--- src/sv/fram_pkg.sv ---
// ----------------------------------------------------------------------------
// fram_pkg: shared types and constants for the framed byte ring FIFO
// Holds the command and status codes, the field widths of the stream items
// and the job record that travels from the front part to the back part.
// ----------------------------------------------------------------------------
`default_nettype none

package fram_pkg;

	// Default sizes of the ring and of one burst read.
	localparam int DEPTH_DEF    = 4096;
	localparam int MAX_READ_DEF = 64;

	// Fixed field widths of the stream items.
	localparam int CMD_W  = 2;
	localparam int BYTE_W = 8;
	localparam int LEN_W  = 12;
	localparam int CNT_W  = 7;
	localparam int STAT_W = 2;

	// Widest ring supported sets the width of the job fields.
	localparam int ADDR_MAX_W = 16;
	localparam int FREE_MAX_W = 17;

	// Number of jobs that may wait between the front and the back part.
	localparam int QUEUE_DEPTH = 4;

	typedef enum logic [CMD_W-1:0] {
		CMD_START = 2'd0,
		CMD_STOP  = 2'd1,
		CMD_WRITE = 2'd2,
		CMD_READ  = 2'd3
	} cmd_e_t;

	typedef enum logic [STAT_W-1:0] {
		ST_OK          = 2'd0,
		ST_NOT_STARTED = 2'd1,
		ST_REJECT      = 2'd2,
		ST_EMPTY       = 2'd3
	} status_e_t;

	// One unit of work for the back part: a store, a burst read or a plain reply.
	typedef struct packed {
		logic                  is_read;
		logic                  store;
		status_e_t             status;
		logic [ADDR_MAX_W-1:0] addr;
		logic [BYTE_W-1:0]     data;
		logic [CNT_W-1:0]      count;
		logic [FREE_MAX_W-1:0] free;
	} job_t;

endpackage

`default_nettype wire

--- src/sv/fram_front.sv ---
// ----------------------------------------------------------------------------
// fram_front: command front end of the framed byte ring FIFO
// Keeps the pointers, fill count, running flag and frame state, decides the
// outcome of every input item and hands one job per item to the queue.
// ----------------------------------------------------------------------------
`default_nettype none

module fram_front import fram_pkg::*; #(
	parameter int DEPTH    = DEPTH_DEF,
	parameter int MAX_READ = MAX_READ_DEF
) (
	input  logic              clk,
	input  logic              arst_n,
	input  logic              in_valid,
	output logic              in_ready,
	input  logic [CMD_W-1:0]  cmd,
	input  logic [BYTE_W-1:0] data_byte,
	input  logic              frame_first,
	input  logic [LEN_W-1:0]  frame_len,
	input  logic [CNT_W-1:0]  max_len,
	output logic              job_valid,
	input  logic              job_ready,
	output job_t              job
);

	localparam int AW = $clog2(DEPTH);
	localparam int LW = ((AW > LEN_W) ? AW : LEN_W) + 1;
	localparam int NW = ((AW > CNT_W) ? AW : CNT_W) + 1;
	localparam logic [AW-1:0]         LAST_SLOT = AW'(DEPTH - 1);
	localparam logic [LW-1:0]         FIT_LIMIT = LW'(DEPTH - 1);
	localparam logic [NW-1:0]         DEPTH_N   = NW'(DEPTH);
	localparam logic [CNT_W-1:0]      READ_CAP  = CNT_W'(MAX_READ);
	localparam logic [FREE_MAX_W-1:0] DEPTH_F   = FREE_MAX_W'(DEPTH);

	logic [AW-1:0]    wp_q, rp_q, used_q;
	logic [AW-1:0]    wp_d, rp_d, used_d;
	logic             running_q, running_d;
	logic             admitted_q, admitted_d;
	logic [LEN_W-1:0] left_q, left_d;

	logic [LEN_W-1:0] flen_eff;
	logic             frame_fits;
	logic             room;
	logic [AW-1:0]    wp_inc;
	logic [CNT_W-1:0] mlen;
	logic [NW-1:0]    n_rd;
	logic [NW-1:0]    rp_sum;
	logic [NW-1:0]    rp_wrap;
	logic             do_store;

	// Every item goes straight into the queue.
	assign in_ready  = job_ready;
	assign job_valid = in_valid;

	// Frame admission: a zero length counts as one byte.
	assign flen_eff   = (frame_len == '0) ? LEN_W'(1) : frame_len;
	assign frame_fits = (LW'(used_q) + LW'(flen_eff)) <= FIT_LIMIT;
	assign room       = used_q < LAST_SLOT;
	assign wp_inc     = (wp_q == LAST_SLOT) ? '0 : wp_q + 1'b1;

	// Burst length: clamp the request, then limit it to the stored count.
	always_comb begin
		if (max_len == '0) begin
			mlen = CNT_W'(1);
		end else if (max_len > READ_CAP) begin
			mlen = READ_CAP;
		end else begin
			mlen = max_len;
		end
	end

	assign n_rd    = (NW'(used_q) < NW'(mlen)) ? NW'(used_q) : NW'(mlen);
	assign rp_sum  = NW'(rp_q) + n_rd;
	assign rp_wrap = (rp_sum >= DEPTH_N) ? rp_sum - DEPTH_N : rp_sum;

	// Decide the outcome of the item and the next state.
	always_comb begin
		wp_d       = wp_q;
		rp_d       = rp_q;
		used_d     = used_q;
		running_d  = running_q;
		admitted_d = admitted_q;
		left_d     = left_q;
		do_store   = 1'b0;
		job        = '0;
		job.status = ST_OK;

		case (cmd_e_t'(cmd))
			CMD_START: begin
				wp_d       = '0;
				rp_d       = '0;
				used_d     = '0;
				running_d  = 1'b1;
				admitted_d = 1'b0;
				left_d     = '0;
			end
			CMD_STOP: begin
				running_d = 1'b0;
			end
			CMD_WRITE: begin
				if (!running_q) begin
					job.status = ST_NOT_STARTED;
				end else if (frame_first) begin
					// A first byte always opens a new frame.
					left_d = flen_eff - 1'b1;
					if (frame_fits) begin
						admitted_d = 1'b1;
						do_store   = 1'b1;
					end else begin
						admitted_d = 1'b0;
						job.status = ST_REJECT;
					end
				end else if (left_q == '0) begin
					// Stray byte with no open frame.
					job.status = ST_REJECT;
				end else begin
					left_d = left_q - 1'b1;
					if (admitted_q && room) begin
						do_store = 1'b1;
					end else begin
						job.status = ST_REJECT;
					end
				end
				if (do_store) begin
					job.store = 1'b1;
					job.addr  = ADDR_MAX_W'(wp_q);
					job.data  = data_byte;
					wp_d      = wp_inc;
					used_d    = used_q + 1'b1;
				end
			end
			CMD_READ: begin
				if (!running_q) begin
					job.status = ST_NOT_STARTED;
				end else if (used_q == '0) begin
					job.status = ST_EMPTY;
				end else begin
					job.is_read = 1'b1;
					job.addr    = ADDR_MAX_W'(rp_q);
					job.count   = CNT_W'(n_rd);
					rp_d        = AW'(rp_wrap);
					used_d      = used_q - AW'(n_rd);
				end
			end
			default: begin
			end
		endcase

		job.free = DEPTH_F - FREE_MAX_W'(used_d);
	end

	// Control state advances on every accepted item.
	always_ff @(posedge clk or negedge arst_n) begin
		if (!arst_n) begin
			wp_q       <= '0;
			rp_q       <= '0;
			used_q     <= '0;
			running_q  <= 1'b0;
			admitted_q <= 1'b0;
			left_q     <= '0;
		end else if (in_valid && in_ready) begin
			wp_q       <= wp_d;
			rp_q       <= rp_d;
			used_q     <= used_d;
			running_q  <= running_d;
			admitted_q <= admitted_d;
			left_q     <= left_d;
		end
	end

endmodule

`default_nettype wire

--- config.mk ---
export PLATFORM = sky130hd
export DESIGN_NAME = fram_front
export DESIGN_NICKNAME = d
export VERILOG_FILES = /design/src/sv/fram_pkg.sv /design/src/sv/fram_front.sv
export SDC_FILE = /design/constraint.sdc
export NUM_CORES = 1
export LEC_CHECK = 0
export ABC_CLOCK_PERIOD_IN_PS = 5500
export BUFFER_PORTS_ARGS = -buffer_cell sky130_fd_sc_hd__buf_2
export CAP_MARGIN = 10
export CORE_UTILIZATION = 53
export CTS_CLUSTER_DIAMETER = 50
export DETAILED_ROUTE_END_ITERATION = 16
export PLACE_DENSITY = 0.76
export SLEW_MARGIN = 0
export SYNTH_ARGS = -nofsm -noshare
export SYNTH_HDL_FRONTEND = slang
export SYNTH_SLANG_ARGS = --single-unit
--- constraint.sdc ---
create_clock -name clk -period 5.5 [get_ports clk]
set_clock_uncertainty 0.15 [all_clocks]
set_input_delay 0.275 -clock clk [delete_from_list [all_inputs] [get_ports clk]]
set_output_delay 0.275 -clock clk [all_outputs]
set_load 0.01 [all_outputs]
# Word level (Yosys, flattened, before mapping)

Cells that the tools add are included.
Widths: inputs -> output; s select.

Bits in registers: 50
Bits in latches: 0
RAM bits: 0
Memory bits (read-only): 0
Input port bits: 34
Output and inout bits: 54
Logic and storage cells: 94
Memories kept: 0

Add/sub/neg operators: 9
$mul: 0
Div/mod/pow operators: 0
$lt $le $gt $ge: 5
Equal/unequal tests: 10
Shift-type cells: 0
Multiplexer cells: 49
Bitwise logic cells: 0
Reduce and logical (&&, ||, !) cells: 15

Operator list:

| cell                   | number |
|---|---|
| $mux 12                | 15 |
| $pmux 12 s2            | 3 |
| $logic_not 12->1       | 3 |
| $pmux 12 s3            | 1 |
| $pmux 18 s2            | 1 |
| $sub 12x1->12 const B  | 3 |
| $mux 7                 | 5 |
| $add 12x12->13         | 2 |
| $add 12x1->12 const B  | 2 |
| $mux 20                | 1 |
| $mux 2                 | 7 |
| $sub 13x12->14 const A | 1 |
| $ge 13x13->1 const B   | 1 |
| $le 13x12->1 const B   | 1 |
| $mux 1                 | 13 |
| $eq 12x12->1 const B   | 1 |
| $lt 12x12->1 const B   | 1 |
| $lt 12x7->1            | 1 |
| $reduce_and 4->1       | 3 |
| $sub 12x12->12         | 1 |
| $ne 2x2->1 const B     | 5 |
| $mux 8                 | 1 |
| $gt 7x7->1 const B     | 1 |
| $logic_not 7->1        | 1 |
| 9 further kinds        | 14 |

# Logic depth before layout (Yosys ltp)

Word-level depth: 11
Mapped depth: 21
Depth with buffers taken out: 21

# Worst setup path before layout

No wires, ideal clock.

Path kind: register to output
Start: register used_q[9]
End: output port job[11] in the netlist's numbering
Data arrival time: 4.783 ns
Data required time: 5.075 ns
Path slack: 0.292 ns
Stages on the path, launching flop included: 15
Path buffers: 1
Cell sequence: dfrtp_1 > buf_2 > or4_4 > o31ai_1 > mux2_2 > ha_1 > nor2b_1 > o31a_1 > o211a_1 > or4_1 > a31oi_1 > nand3_1 > or4b_4 > nor4b_4 > xor2_1

RTL lines:

| item                     | line              | RTL |
|---|---|---|
| start: declaration       | fram_front.sv:35  | `logic [AW-1:0] wp_q, rp_q, used_q;` |
| start signal: assignment | fram_front.sv:164 | `used_q <= used_d;` |
| end: declaration         | fram_front.sv:23  | `output job_t job` |

==> results.yml <==
finish:
  areaGrowthSynthToFinish_pct: 18.87
  fillCellCount: 802
  drive_above_1_share: 0.2237
  antenna_cells: 0
  nets: 827
  mostFrequentLayoutCells: "buf_2, nand2_1, o21ai_0"
  final_common_cell: "buf_2"
  post-route-util: 0.6585
setup_path:
  cp-end-kind: "output pin"
  worstPathArrival_ns: 4.99
  reg2reg_slack_ns: 1.01
  crit_start: "used_q[10]"
  cp_max_fo: 7
  ff2ff_path_depth: 17
  cp.required_ns: 5.08
  critical_path_class: "flip-flop to output pin"
  startpoint_type: "flip-flop"
  rr_startpoint: "used_q[10]"
  r2r-end: "rp_q[11]"
synth:
  yosys_warnings: 0
  yosys-top-cells-area: "dfrtp_1, ha_1, o21ai_0"
  yosysTopAreaCellShare: 0.2410
  avgSynthCellArea_um2: 7.877
  synth-seq-cells: 50
  ys_types: 78
  synth_top_cell_by_area: "dfrtp_1"
  synth_edf_count: 0
  synth-async-reset-ratio: 1.000
  synth.cell_area_um2: 5191
  synthFlopType: "dfrtp_1"
  yosysSeqAreaShare: 0.2410
  synthCells: 659
clocking:
  cts_made_buffers: 5
  cts_max_level: 2
  clock_sinks: 50
  worstSkewPairLatency_ns: 0.33
  root_buffer: "clkbuf_8"
  clkSlewWorstSetupHoldPaths_ns: 0.11
  cts_buffer_depth: 2
  cts_tree: "built"
route:
  ant_nets: 0
  drt_pass1_iterations: 5
  vias: 5452
  routed_via_density: 6.195
  drt_wl_total_mm: 15.96
  wl_per_cell_um: 18.14
  drtIter0Drc: 339
  drc: 0
place:
  dp_hpwl_mm: 11.41
  dp_slack_ns: -0.2537
  portBuffers: 79
  place_congestion: 0.9530
pwr:
  p_leak_nw: 2.905
  max-vdd-ir-drop_v: 0.0002497
  p_per_area_nw_per_um2: 428.5
grt:
  grt_pass1_vias: 4999
  grt_overflow: 0
  grt_usage: 0.3155
  antenna_found_initial: 0
  grt_max_degree: 51
  grt_pass1_wl_mm: 25.04
timing:
  min_period_over_period: 0.9842
  slew_viol_final: 0
  setup_viol: 0
  finalWorstPathRequiredPeriod_ns: 5.413
  hold_viol_final: 0
  relSlewSlack: 0.3392
  hold_ws_ns: 0.1748
  worstMarginPinSlew_ns: 0.9661
  setup_slack_ns: 0.08710
  max_freq_ghz: 0.1847
  tns_ns: 0
  grt_setup_unrepaired: "true"
floorplanning:
  coreArea_um2: 9371
  pin_count: 88
  start_util: 0.5539
  die_y_um: 101.0
  fp-row-count: 35
  die_w_um: 101.0
  dieArea_um2: 10190
min_path:
  min_path_cells: 3
  hp-start: "frame_len[11]"
  hold_path.class: "input pin to flip-flop"
  hold_end: "left_q[11]"
run:
  maxCapViolCount: 0
status:
  status: "finished, final reports clean"
==> metrics by stage <==
stage	area [um2]	power (mW)	std cells
after floorplan	5233	1.606	670
after global placement	5729	2.007	852
after detailed placement	5729	2.056	852
after CTS	5927	2.422	864
after global routing	6171	2.824	880
final	6171	2.644	880
==> area by class of cell <==
class / instances / area [um2] / share of cell area
flip-flops and latches: 50 / 1251 / 0.2028
clock inverters: 2 / 38.79 / 0.006285
repair buffers: 121 / 720.7 / 0.1168
clock buffers: 6 / 82.58 / 0.01338
multi-input cells: 540 / 3794 / 0.6148
well taps: 129 / 161.4 / 0.02616
inverters: 32 / 122.6 / 0.01987
==> routing by layer <==
layer / up-vias / track usage / routed length [um]
li1: 2584 / - / -
met1: 2594 / 0.4159 / 6917
met2: 237 / 0.5242 / 7424
met3: 37 / 0.04646 / 1123
met4: 0 / 0.1171 / 496
met5: - / 0 / 0
==> how the worst max path moves through the flow <==
stage	endpoint	slack, ns	cells past startpoint
3_3_place_gp	job[11]	-0.03	21
3_5_place_dp	job[11]	-0.25	21
6_report	job[10]	0.09	19
5_1_grt	job[11]	-0.05	18
4_1_cts	job[11]	0.007	16
2_1_floorplan	job[11]	0.29	14
==> what timing repair did <==
item | CTS | global route
pin swaps | 3 | 6
hold buffers | 1 | 0
hold endpoints to repair | 50 | 0
buffers inserted | 3 | 16
gates resized for setup | 8 | 23
endpoints found under the setup margin | 6 | 6
==> sequential cells by signal, indices dropped and copies added (netlist names) <==
| name | cells |
|---|---|
| left_q | 12 |
| wp_q | 12 |
| running_q | 1 |
| admitted_q | 1 |
| used_q | 12 |
| rp_q | 12 |
==> cells by family (layout without fill, tap and decap cells) <==
family | after synthesis | in the layout | share of synthesized area
adders and majority gates | 43 | 43 | 0.1080
and+or+nand+nor | 251 | 251 | 0.2480
buffers and inverters | 80 | 161 | 0.06652
AOI/OAI and AO/OA | 188 | 188 | 0.2531
xor gates and xnor gates | 33 | 33 | 0.05567
other | 1 | 12 | 0.0007224
muxes | 13 | 13 | 0.02700
DFF | 50 | 50 | 0.2410
==> Yosys cell counts, types with 7 or more instances <==
| master | instances |
|---|---|
| ha_1 | 40 |
| nand4_1 | 7 |
| a21oi_1 | 29 |
| a22o_1 | 19 |
| inv_1 | 30 |
| and3_1 | 15 |
| nand2_1 | 69 |
| nand3_1 | 25 |
| o31ai_1 | 11 |
| clkbuf_1 | 32 |
| nor2b_1 | 9 |
| nor3_1 | 23 |
| a21o_1 | 8 |
| nor2_1 | 52 |
| nor4_1 | 11 |
| xor2_1 | 17 |
| dfrtp_1 | 50 |
| buf_4 | 11 |
| o21ai_0 | 55 |
| xnor2_1 | 16 |
| mux2_2 | 8 |
==> report_power, final <==
group / leakage [nW] / internal [mW] / switching (mW)
clock network: 0.0618 / 0.150 / 0.145
logic: 2.18 / 0.822 / 0.987
registers: 0.664 / 0.452 / 0.0882
==> worst max-delay path, cell delays in order (launching register included) <==
cell,delay [ns]
dfrtp_1,0.40
or4_4,0.60
buf_6,0.16
a2111oi_4,0.23
o31ai_4,0.20
mux2_4,0.36
buf_4,0.15
inv_4,0.05
fa_2,0.22
nor2b_4,0.05
o31a_1,0.29
o41a_1,0.39
a21o_1,0.20
o21ai_2,0.06
o2111a_2,0.21
or4b_4,0.50
buf_6,0.14
nor3_4,0.16
xnor2_1,0.13
buf_2,0.15
No activity file was read; power rests on OpenSTA's default activity.
