$ cat src/sv/fram_pkg.sv
// ----------------------------------------------------------------------------
// fram_pkg: shared types and constants for the framed byte ring FIFO
// Holds the command and status codes, the field widths of the stream items
// and the job record that travels from the front part to the back part.
// ----------------------------------------------------------------------------
`default_nettype none

package fram_pkg;

	// Default sizes of the ring and of one burst read.
	localparam int DEPTH_DEF    = 4096;
	localparam int MAX_READ_DEF = 64;

	// Fixed field widths of the stream items.
	localparam int CMD_W  = 2;
	localparam int BYTE_W = 8;
	localparam int LEN_W  = 12;
	localparam int CNT_W  = 7;
	localparam int STAT_W = 2;

	// Widest ring supported sets the width of the job fields.
	localparam int ADDR_MAX_W = 16;
	localparam int FREE_MAX_W = 17;

	// Number of jobs that may wait between the front and the back part.
	localparam int QUEUE_DEPTH = 4;

	typedef enum logic [CMD_W-1:0] {
		CMD_START = 2'd0,
		CMD_STOP  = 2'd1,
		CMD_WRITE = 2'd2,
		CMD_READ  = 2'd3
	} cmd_e_t;

	typedef enum logic [STAT_W-1:0] {
		ST_OK          = 2'd0,
		ST_NOT_STARTED = 2'd1,
		ST_REJECT      = 2'd2,
		ST_EMPTY       = 2'd3
	} status_e_t;

	// One unit of work for the back part: a store, a burst read or a plain reply.
	typedef struct packed {
		logic                  is_read;
		logic                  store;
		status_e_t             status;
		logic [ADDR_MAX_W-1:0] addr;
		logic [BYTE_W-1:0]     data;
		logic [CNT_W-1:0]      count;
		logic [FREE_MAX_W-1:0] free;
	} job_t;

endpackage

`default_nettype wire

$ cat src/sv/fram_queue.sv
// ----------------------------------------------------------------------------
// fram_queue: job queue between the front and the back part
// A small first-in first-out store of job records so that the front keeps
// accepting items while the back part streams out a burst read.
// ----------------------------------------------------------------------------
`default_nettype none

module fram_queue import fram_pkg::*; #(
	parameter int QDEPTH = QUEUE_DEPTH
) (
	input  logic clk,
	input  logic arst_n,
	input  logic in_valid,
	output logic in_ready,
	input  job_t in_job,
	output logic out_valid,
	input  logic out_ready,
	output job_t out_job
);

	localparam int QAW = $clog2(QDEPTH);
	localparam int QCW = $clog2(QDEPTH + 1);
	localparam logic [QAW-1:0] LAST_ENTRY = QAW'(QDEPTH - 1);
	localparam logic [QCW-1:0] FULL_COUNT = QCW'(QDEPTH);

	job_t           slots_q [QDEPTH];
	logic [QAW-1:0] wr_ptr_q, rd_ptr_q;
	logic [QCW-1:0] count_q;
	logic           push, pop;

	assign in_ready  = count_q != FULL_COUNT;
	assign out_valid = count_q != '0;
	assign out_job   = slots_q[rd_ptr_q];
	assign push      = in_valid && in_ready;
	assign pop       = out_valid && out_ready;

	// Entry storage.
	always_ff @(posedge clk) begin
		if (push) begin
			slots_q[wr_ptr_q] <= in_job;
		end
	end

	// Pointers and fill count.
	always_ff @(posedge clk or negedge arst_n) begin
		if (!arst_n) begin
			wr_ptr_q <= '0;
			rd_ptr_q <= '0;
			count_q  <= '0;
		end else begin
			if (push) begin
				wr_ptr_q <= (wr_ptr_q == LAST_ENTRY) ? '0 : wr_ptr_q + 1'b1;
			end
			if (pop) begin
				rd_ptr_q <= (rd_ptr_q == LAST_ENTRY) ? '0 : rd_ptr_q + 1'b1;
			end
			case ({push, pop})
				2'b10:   count_q <= count_q + 1'b1;
				2'b01:   count_q <= count_q - 1'b1;
				default: count_q <= count_q;
			endcase
		end
	end

endmodule

`default_nettype wire

$ cat config.mk
export PLATFORM = sky130hd
export DESIGN_NAME = fram_queue
export DESIGN_NICKNAME = d
export VERILOG_FILES = /design/src/sv/fram_pkg.sv /design/src/sv/fram_queue.sv
export SDC_FILE = /design/constraint.sdc
export NUM_CORES = 1
export LEC_CHECK = 0
export BUFFER_PORTS_ARGS = -buffer_cell sky130_fd_sc_hd__buf_2
export CAP_MARGIN = 20
export CORE_MARGIN = 1.5
export CORE_UTILIZATION = 38
export CTS_CLUSTER_SIZE = 28
export DETAILED_ROUTE_END_ITERATION = 12
export PLACE_DENSITY_LB_ADDON = 0.08
export SLEW_MARGIN = 20
export SYNTH_ARGS = -nofsm -noshare
export SYNTH_HDL_FRONTEND = slang
export SYNTH_SLANG_ARGS = --single-unit
$ cat constraint.sdc
create_clock -name clk -period 4.45 [get_ports clk]
set_clock_uncertainty 0.1 [all_clocks]
set_input_delay 0.2225 -clock clk [delete_from_list [all_inputs] [get_ports clk]]
set_output_delay 0.2225 -clock clk [all_outputs]
set_load 0.02 [all_outputs]
# --- After elaboration in Yosys (flattened, before gate mapping) ---
# Memories as Yosys holds them, arrays and structs flattened.
# Cells that the tools add are included.
totals:
  memories: 1
  reg_bits: 7
  output_inout_bits: 54
  mem_bits_rw: 208
  elab_cells: 22
  input_bits: 56
classes:
  n_mux: 5
  n_reduce_logical: 4
  add_sub_neg: 4
  eq_ne: 5
memory_table:
  columns: ["name", "depth", "width", "read_ports", "rd_clocked_by_memory_dff", "write_ports", "line", "rtl"]
  rows:
  - ["slots_q", 4, 52, 1, 0, 1, "fram_queue.sv:26", "job_t slots_q [QDEPTH];"]
ops:
  columns: ["op", "count"]
  rows:
  - ["$eq 2x2->1 const B", 3]
  - ["$pmux 3 s2", 1]
  - ["$add 2x1->2 const B", 2]
  - ["$mux 2", 2]
  - ["$add 3x1->3 const B", 1]
  - ["$ne 3x3->1 const B", 1]
  - ["$reduce_bool 3->1", 1]
  - ["$sub 3x1->3 const B", 1]
  - ["$eq 2x1->1 const B", 1]
  - ["$logic_and 1x1->1", 2]
  - ["$mux 1", 2]
  - ["$reduce_bool 2->1", 1]

# --- Logic depth before layout (Yosys ltp) ---
# Gate-level depths: netlist (run 1).
depth:
  depth_word: 4
  ltp_mapped: 9
  depth_no_buf: 9

# --- Worst setup path before layout (run 1) ---
# Ideal clock, no wire load.
synth_path:
  path_type: "register to register"
  start: "register count_q[0]"
  end: "register count_q[2]"
  arrival_ns: 2.039
  path_slack_ns: 2.231
  n_path_buf: 0
  setup_time_ns: 0.079
  path_stages_with_launch: 10
  required_ns: 4.271
  period_less_slack_ns: 2.219
  path_cell_list: "dfrtp_1 > or3b_4 > and2_4 > inv_1 > ha_1 > inv_1 > fa_1 > xor2_1 > nor2_1 > xor2_1"
synth_via:
  elab_chain_len: 4
  word_cells_on_any_way: 10
  classes_between: "add/sub (2); eq/ne (3); mux (1); reduce/logical (4)"
synth_lines:
  columns: ["item", "line", "rtl"]
  rows:
  - ["start, declared", "fram_queue.sv:28", "logic [QCW-1:0] count_q;"]
  - ["start signal, assigned", "fram_queue.sv:58", "2'b10: count_q <= count_q + 1'b1;"]
  - ["start signal, assigned", "fram_queue.sv:59", "2'b01: count_q <= count_q - 1'b1;"]
  - ["start signal, assigned", "fram_queue.sv:60", "default: count_q <= count_q;"]
  - ["$ne 3x3->1 (*)", "fram_queue.sv:31", "assign in_ready = count_q != FULL_COUNT;"]
  - ["net in_ready", "fram_queue.sv:14", "output logic in_ready,"]
  - ["$logic_and 1x1->1 (*)", "fram_queue.sv:34", "assign push = in_valid && in_ready;"]
  - ["$eq 2x1->1 / $eq 2x2->1 (equally long branches)", "fram_queue.sv:57", "case ({push, pop})"]
  - ["$pmux 3 s2 / $reduce_bool 2->1 (equally long branches)", null, null]
# Mark *: on every way through the listed nets, which the timed path passes. The rest lies on a longest branch.
# A chain may end at the register's enable or synchronous reset.

==> results of run 1 <==
## synthesized netlist by cell type (2+ instances only)
master / count / area (um2)
edfxtp_1: 208 / 6250
mux4_2: 52 / 1170
dfrtp_1: 7 / 175
inv_1: 7 / 26.3
ha_1: 6 / 75.1
buf_4: 5 / 37.5
and3_2: 4 / 30.0
buf_2: 3 / 15.0
clkbuf_1: 3 / 11.3
nor2_1: 3 / 11.3
mux2_2: 2 / 22.5
mux2_4: 2 / 30.0
xor2_1: 2 / 17.5
## layout make-up
type	count	area (um2)
fill	1689	10200
clock buffer	32	639
timing repair buffer	172	1170
tap	270	338
clock inverter	9	96.3
sequential	215	6430
inverter	7	26.3
multi-input combinational	78	1430
## report_power, final
group	switching (mW)	total (mW)	leakage (nW)	internal [mW]
registers	0.290	2.97	1.99	2.68
clock network	0.722	1.84	0.364	1.12
logic	1.07	1.96	1.20	0.889
## metal layers
| metal | up-vias | part of all wire [%] | wire length (um) | track usage (%) |
|---|---|---|---|---|
| met5 | - | 0 | 0 | 0 |
| met4 | 0 | 1.6 | 243 | 4.00 |
| met3 | 20 | 5.5 | 827 | 3.27 |
| met2 | 94 | 49 | 7250 | 23.6 |
| met1 | 1941 | 44 | 6600 | 18.6 |
| li1 | 1694 | - | - | - |
## metrics by stage
| step | std cells | worst slack (ns) |
|---|---|---|
| finish | 783 | 1.48 |
| floorplan | 312 | 2.23 |
| CTS | 782 | 1.34 |
| detailed placement | 687 | 1.89 |
| global placement | 687 | 1.91 |
| global route | 783 | 1.24 |
## worst reg2reg max path, delay by kind of cell, from the launching register on
kind	cells	cell delay (ns)
simple gates	3	0.75
fa+ha+maj	2	0.55
flops	1	0.42
xor+xnor	2	0.32
buf+inv	2	0.12
## cells by family after synthesis
group / synth area share (%)
XOR/XNOR: 0.331
adder cells (fa/ha/maj): 1.20
buffers and inverters: 1.18
flip-flops: 80.8
multiplexers: 15.5
AND/OR/NAND/NOR: 0.914
## path summary, 6_finish.rpt
path | from | end | slack [ns] | depth (start not counted)
max | rd_ptr_q[0]$_DFFE_PN0P_ | out_job[9] | 1.48 | 3
min | in_valid | wr_ptr_q[0]$_DFFE_PN0P_ | 0.07 | 3
max reg2reg | count_q[0]$_DFFE_PN0P_ | count_q[2]$_DFFE_PN0P_ | 2.10 | 9
min reg2reg | count_q[2]$_DFFE_PN0P_ | count_q[2]$_DFFE_PN0P_ | 0.39 | 1
max in group asynchronous | arst_n | rd_ptr_q[0]$_DFFE_PN0P_ | 3.34 | 3
min in group asynchronous | arst_n | count_q[1]$_DFFE_PN0P_ | 0.60 | 3
## sequential cells by signal, indices dropped and copies added, names as in the netlist
register,count
slots_q,208
count_q,3
rd_ptr_q,2
wr_ptr_q,2
==> summary.md, run 1 <==
| Metric | Value |
|---|---|
| WL/cell | `19.1 um` |
| Max Slew Vio Count | `0` |
| Syn nets | `between 300 and 400` |
| I/O pin count | `110` |
| Post-synthesis cell count | `approximately 310` |
| Std cell rows | `52` |
| Setup TNS | `0 ns` |
| Final Hold Viols | `0` |
| Number of hold buffers added after CTS | `54` |
| Drt first pass iters | `4` |
| Initial antenna violation count | `0` |
| Largest stage delay, worst path | `1.07 ns` |
| Seq cells post-synth | `215` |
| CP Capture Type | `output port` |
| Total Nets Final | `between 500 and 600` |
| Ratio of cells with drive above 1 in the final layout | `42.1%` |
| Gpl congestion | `0.692` |
| Netlist cell types | `21` |
| ANT nets after route | `0` |
| Ys Warns | `0` |
| Starting density of the core | `about two fifths` |
| DR iter-0 viols | `144` |
| Crit-path max FO | `47` |
| Area Growth Syn to Fin | `27.5%` |
| VDD IR max | `0.316 mV` |
| Crit path time final | `between 2 and 3 ns` |
| Overflow after GRT | `0` |
| Num CTS Buffers | `23` |
| Max Root-Sink Buffers | `3` |
| Status | `complete, no violations` |
| Worst-path clk slew | `around 0.06 ns` |
| Die Y | `148 um` |
| Critical path class | `reg2out` |
| Largest net degree at the start of global routing | `48` |
| Worst EP required | `roughly 4.1 ns` |
| Post-synth ARST share | `3.26%` |
| # clock sinks | `215` |
| Max Cap Viol | `0` |
| Clock latency at the later pin of the worst-skew pair | `0.50 ns` |
| Final Setup Violations | `0` |
| Root buffer cell | `clkbuf_16` |
| Placement Cell Area | `roughly 0.0088 mm2` |
| Vias/cell | `4.79` |
| DRC Markers | `0` |
| Number of buffers added on ports | `109` |
| Hold Path Class | `in2reg` |
| Synthesized cell area | `0.00794 mm2` |
| DRT Wirelength | `14900 um` |
| Util after Layout | `between 40% and 50%` |
| CP arrival | `approximately 2.7 ns` |
| Register area share after synthesis | `80.8%` |
| H-tree depth | `1` |
| Post-CTS Resized | `0` |
| CP max stage cell | `dfrtp_4` |
| Core area | `0.0204 mm2` |
| Total global routing track utilization | `14.1%` |
| Post-CTS setup repair buffer count | `0` |
| Die ar. | `0.0218 mm2` |
| Number of global-route vias before repair | `4087` |
| RSZ-0062 raised after global routing | `no` |
| Pwr/cell area | `668 mW/mm2` |
| Critical path's top delay family | `flip-flops` |
| TritonCTS clock tree | `built` |
| Hold_ws | `0.0679 ns` |
| First-pass GRT wire length | `23200 um` |
| Pwr Total | `6.77 mW` |
| Leading cell types in the layout, fill and taps excluded | `edfxtp_1, buf_2, dlygate4sd3_1` |
| Crit path launch type | `flop` |
| Commonest non-fill, non-tap cell in the layout | `edfxtp_1` |
| ANT cells | `0` |
| Synthesized area per cell | `25.5 um2` |
| Top FF cell, synth | `edfxtp_1` |
| Ordered list of cells on the worst path | `buf_4 -> mux4_2 -> buf_2` |
| Post-synth EDFFs | `208` |
| Fmax | `around 340 MHz` |
| Post-DP HPWL | `8690 um` |
| Final period util | `66.7%` |
| Worst-Margin Slew | `around 0.97 ns` |
| Die X | `roughly 150 um` |
| Relative slew slack | `35.7%` |
| Via count | `about 3700` |
| Crit path buf inv count | `2` |
| Design area | `0.0101 mm2` |
| Leak | `3.55 nW` |
Note: power is estimated with default switching activity, not from simulation.
==> run 2: changes to the inputs <==
--- a/config.mk
+++ b/config.mk
@@ -5,6 +5,7 @@
 export SDC_FILE = /design/constraint.sdc
 export NUM_CORES = 1
 export LEC_CHECK = 0
+export ABC_AREA = 1
 export BUFFER_PORTS_ARGS = -buffer_cell sky130_fd_sc_hd__buf_2
 export CAP_MARGIN = 20
 export CORE_MARGIN = 1.5
==> constraint.sdc (replaced) <==
create_clock -name clk -period 3.06 [get_ports clk]
set_clock_uncertainty 0.1 [all_clocks]
set_input_delay 0.153 -clock clk [delete_from_list [all_inputs] [get_ports clk]]
set_output_delay 0.153 -clock clk [all_outputs]
set_load 0.02 [all_outputs]
==> run 2 against run 1 <==
Worst setup slack worse by 0.91 ns. Design area is 6.7% higher. Clock-buffer cell count stayed put. First-iteration DRC count is 92% higher. Synthesized cell count is 110% higher. Routed wire length is 17% higher. Sequential power is 38% higher. Power is 52% higher.
==> summary.md, run 2 <==
| Metric | Value |
|---|---|
| Status | `complete, no violations` |
| CP Capture Type | `output port` |
| Crit-path max FO | `57 (+21%)` |
| Die Y | `154 um (+4.2%)` |
| ANT nets after route | `0 (unchanged)` |
| Root buffer cell | `clkbuf_16` |
| Num CTS Buffers | `24 (+4.3%)` |
| Hold Path Class | `in2reg` |
| Setup TNS | `0 ns (unchanged)` |
| Switching share of power | `36.7% (+5.9 points)` |
| Fmax | `between 400 and 500 MHz` |
| Ratio of cells with drive above 1 in the final layout | `18.7% (-23 points)` |
| WL/cell | `15.5 um (-19%)` |
| Post-placement cell count | `1032 (+50%)` |
| Final std cells w/o fill | `1132 (+45%)` |
| Worst EP required | `2.81 ns (-1.32 ns)` |
| Gpl congestion | `0.721 (+4.1%)` |
| Footprint of the multi-input gates | `0.00163 mm2 (+14%)` |
| Drt first pass iters | `4 (unchanged)` |
| Yosys top cell by area | `edfxtp_1` |
| Total global routing track utilization | `15.2% (+1.1 points)` |
| Pwr/cell area | `954 mW/mm2 (+43%)` |
| Placement Cell Area | `0.00954 mm2 (+8.1%)` |
| FF/Latch Area | `0.00643 mm2 (unchanged)` |
| Vias/cell | `4.61 (-3.7%)` |
| Register area share after synthesis | `74.4% (-6.5 points)` |
| Post-synth ARST share | `3.26% (unchanged)` |
| Post-synth EDFFs | `208 (unchanged)` |
| Final Hold Viols | `0 (unchanged)` |
| Die X | `154 um (+4.2%)` |
| Via count | `5222 (+39%)` |
| RSZ-0062 raised after global routing | `no` |
| Met2 GRT Util | `25.6% (+2.0 points)` |
| Max Cap Viol | `0 (unchanged)` |
| Clock group share of total power | `24.7% (-2.5 points)` |
| Grt met3 use | `3.35% (+0.082 points)` |
| TritonCTS clock tree | `built` |
| Synthesized area per cell | `13.0 um2 (-49%)` |
| Top cells by area, synth | `edfxtp_1, o211ai_1, nand2_1, inv_1, dfrtp_1` |
| First-pass GRT wire length | `28500 um (+23%)` |
| Relative slew slack | `53.1% (+17 points)` |
| Fill cell count | `1917 (+13%)` |
| Number of global-route vias before repair | `5279 (+29%)` |
| Worst-Margin Slew | `0.703 ns (-0.262 ns)` |
| Internal | `6.52 mW (+39%)` |
| Met1 GRT Util | `20.4% (+1.8 points)` |
| Post-synthesis cell count | `665 (+110%)` |
| Number of buffers added on ports | `109 (unchanged)` |
| Initial antenna violation count | `1 (+1)` |
| Max Root-Sink Buffers | `3 (unchanged)` |
| Die ar. | `0.0236 mm2 (+8.5%)` |
| Area share of the largest cell type after synthesis | `72.3% (-6.3 points)` |
| GRT busiest layer | `met2` |
| Flop pwr share | `39.9% (-4.0 points)` |
| Area Growth Syn to Fin | `25.1%` |
| Top-count cell post-synth | `edfxtp_1` |
| Biggest registers after layout | `slots_q (208), count_q (3)` |
| Post-CTS Resized | `0 (unchanged)` |
| Leak | `4.31 nW (+22%)` |
| Leading cell types in the layout, fill and taps excluded | `edfxtp_1, nand2_1, inv_1` |
| VDD IR max | `0.553 mV (+75%)` |
| Logic gate share of total power | `35.3% (+6.3 points)` |
| DR iter-0 viols | `276 (+92%)` |
| Critical path class | `reg2out` |
| Seq cells post-synth | `215 (unchanged)` |
| Core area | `0.0220 mm2 (+8.2%)` |
| Total Nets Final | `897 (+60%)` |
| Top FF cell, synth | `edfxtp_1` |
| Post-DP HPWL | `10100 um (+16%)` |
| Commonest cells in the netlist | `edfxtp_1, nand2_1, inv_1` |
| Pwr Total | `10.3 mW (+52%)` |
| Starting density of the core | `39.2% (+0.20 points)` |
| H-tree depth | `1 (unchanged)` |
| Netlist cell types | `15 (-29%)` |
| # clock sinks | `215 (unchanged)` |
| Ys Warns | `0 (unchanged)` |
| Worst-path clk slew | `0.06 ns (about the same)` |
| Crit path launch type | `flop` |
| Synthesized cell area | `0.00863 mm2 (+8.7%)` |
| Clock latency at the later pin of the worst-skew pair | `0.50 ns (about the same)` |
| DRC Markers | `0 (unchanged)` |
| Syn nets | `728 (+94%)` |
| Commonest non-fill, non-tap cell in the layout | `edfxtp_1` |
| Largest net degree at the start of global routing | `76 (+58%)` |
| Std cell rows | `54 (+3.8%)` |
| DRT Wirelength | `17500 um (+17%)` |
| Largest register FFs | `208 (unchanged)` |
| Overflow after GRT | `0 (unchanged)` |
| Max Slew Vio Count | `0 (unchanged)` |
| I/O pin count | `110 (unchanged)` |
| Design area | `0.0108 mm2 (+6.7%)` |
| CP arrival | `2.23 ns (-0.42 ns)` |
| Net switching power | `3.78 mW (+82%)` |
| Final period util | `81.2%` |
| Final Setup Violations | `0 (unchanged)` |
| Reg with most FFs | `slots_q` |
| Crit path time final | `2.49 ns` |
[run 2: kinds of logic (layout without fill, tap and decap cells)]
logic type | count (synthesis) | after routing | share of synthesized area, %
other | 0 | 1 | 0
AND/OR/NAND/NOR | 185 | 185 | 8.17
buffers and inverters | 152 | 338 | 7.16
adder cells (fa/ha/maj) | 7 | 7 | 1.10
AO/OA/AOI/OAI | 105 | 105 | 9.10
flip-flops | 215 | 215 | 74.4
XOR/XNOR | 1 | 1 | 0.101
[run 2: worst paths after layout]
path / startpoint / endpoint / cells past startpoint / slack, ns
min in group asynchronous: arst_n / count_q[0]$_DFFE_PN0P_ / 3 / 0.52
min: in_job[3] / slots_q[3][3]$_DFFE_PP_ / 2 / 0.29
max in group asynchronous: arst_n / rd_ptr_q[0]$_DFFE_PN0P_ / 3 / 2.05
min reg2reg: count_q[0]$_DFFE_PN0P_ / count_q[0]$_DFFE_PN0P_ / 1 / 0.38
max: rd_ptr_q[0]$_DFFE_PN0P_ / out_job[45] / 5 / 0.57
max reg2reg: count_q[0]$_DFFE_PN0P_ / count_q[2]$_DFFE_PN0P_ / 10 / 0.76
[run 2: per-stage QoR]
step	hold WS [ns]	setup slack, ns	utilization [%]
after floorplan	-0.243	-0.571	-
after global placement	-0.101	0.891	43.2
after detailed placement	-0.0989	0.761	43.3
after CTS	0.276	0.519	49.0
after global routing	0.293	0.388	49.0
final	0.291	0.575	49.1
[run 2: per-layer routing]
| metal | share of wire [%] | up-vias |
|---|---|---|
| li1 | - | 2642 |
| met1 | 47 | 2454 |
| met2 | 47 | 108 |
| met3 | 4.8 | 18 |
| met4 | 1.6 | 0 |
| met5 | 0 | - |
[run 2: power groups by stage]
| stage | Sequential [mW] | Clock, mW | Combinational [mW] |
|---|---|---|---|
| 2_1_floorplan | 4.08 | 0 | 2.52 |
| 5_1_grt | 4.17 | 2.75 | 4.08 |
| 3_5_place_dp | 4.18 | 0 | 3.68 |
| 3_3_place_gp | 4.16 | 0 | 3.60 |
| 6_report | 4.11 | 2.55 | 3.64 |
| 4_1_cts | 4.12 | 2.64 | 3.75 |
[run 2: final cells by class]
cell class,count,area share [%]
sequential,215,59.5
multi-input combinational,298,15.0
timing repair buffer,177,11.6
clock buffer,32,6.03
inverter,118,4.10
tap,280,3.24
clock inverter,11,0.475
antenna,1,0.0232
[run 2: critical path, stage by stage (launching register included)]
cell      delay, ns
dfrtp_4        0.80
buf_4          0.43
nand2_1        0.09
o211ai_1       0.11
nand2_1        0.10
buf_2          0.17
[run 2: repair_timing]
action | 4_1_cts | 5_1_grt
hold buffers | 56 | 0
endpoints found under the hold margin | 219 | 0
buffers inserted | 0 | 0
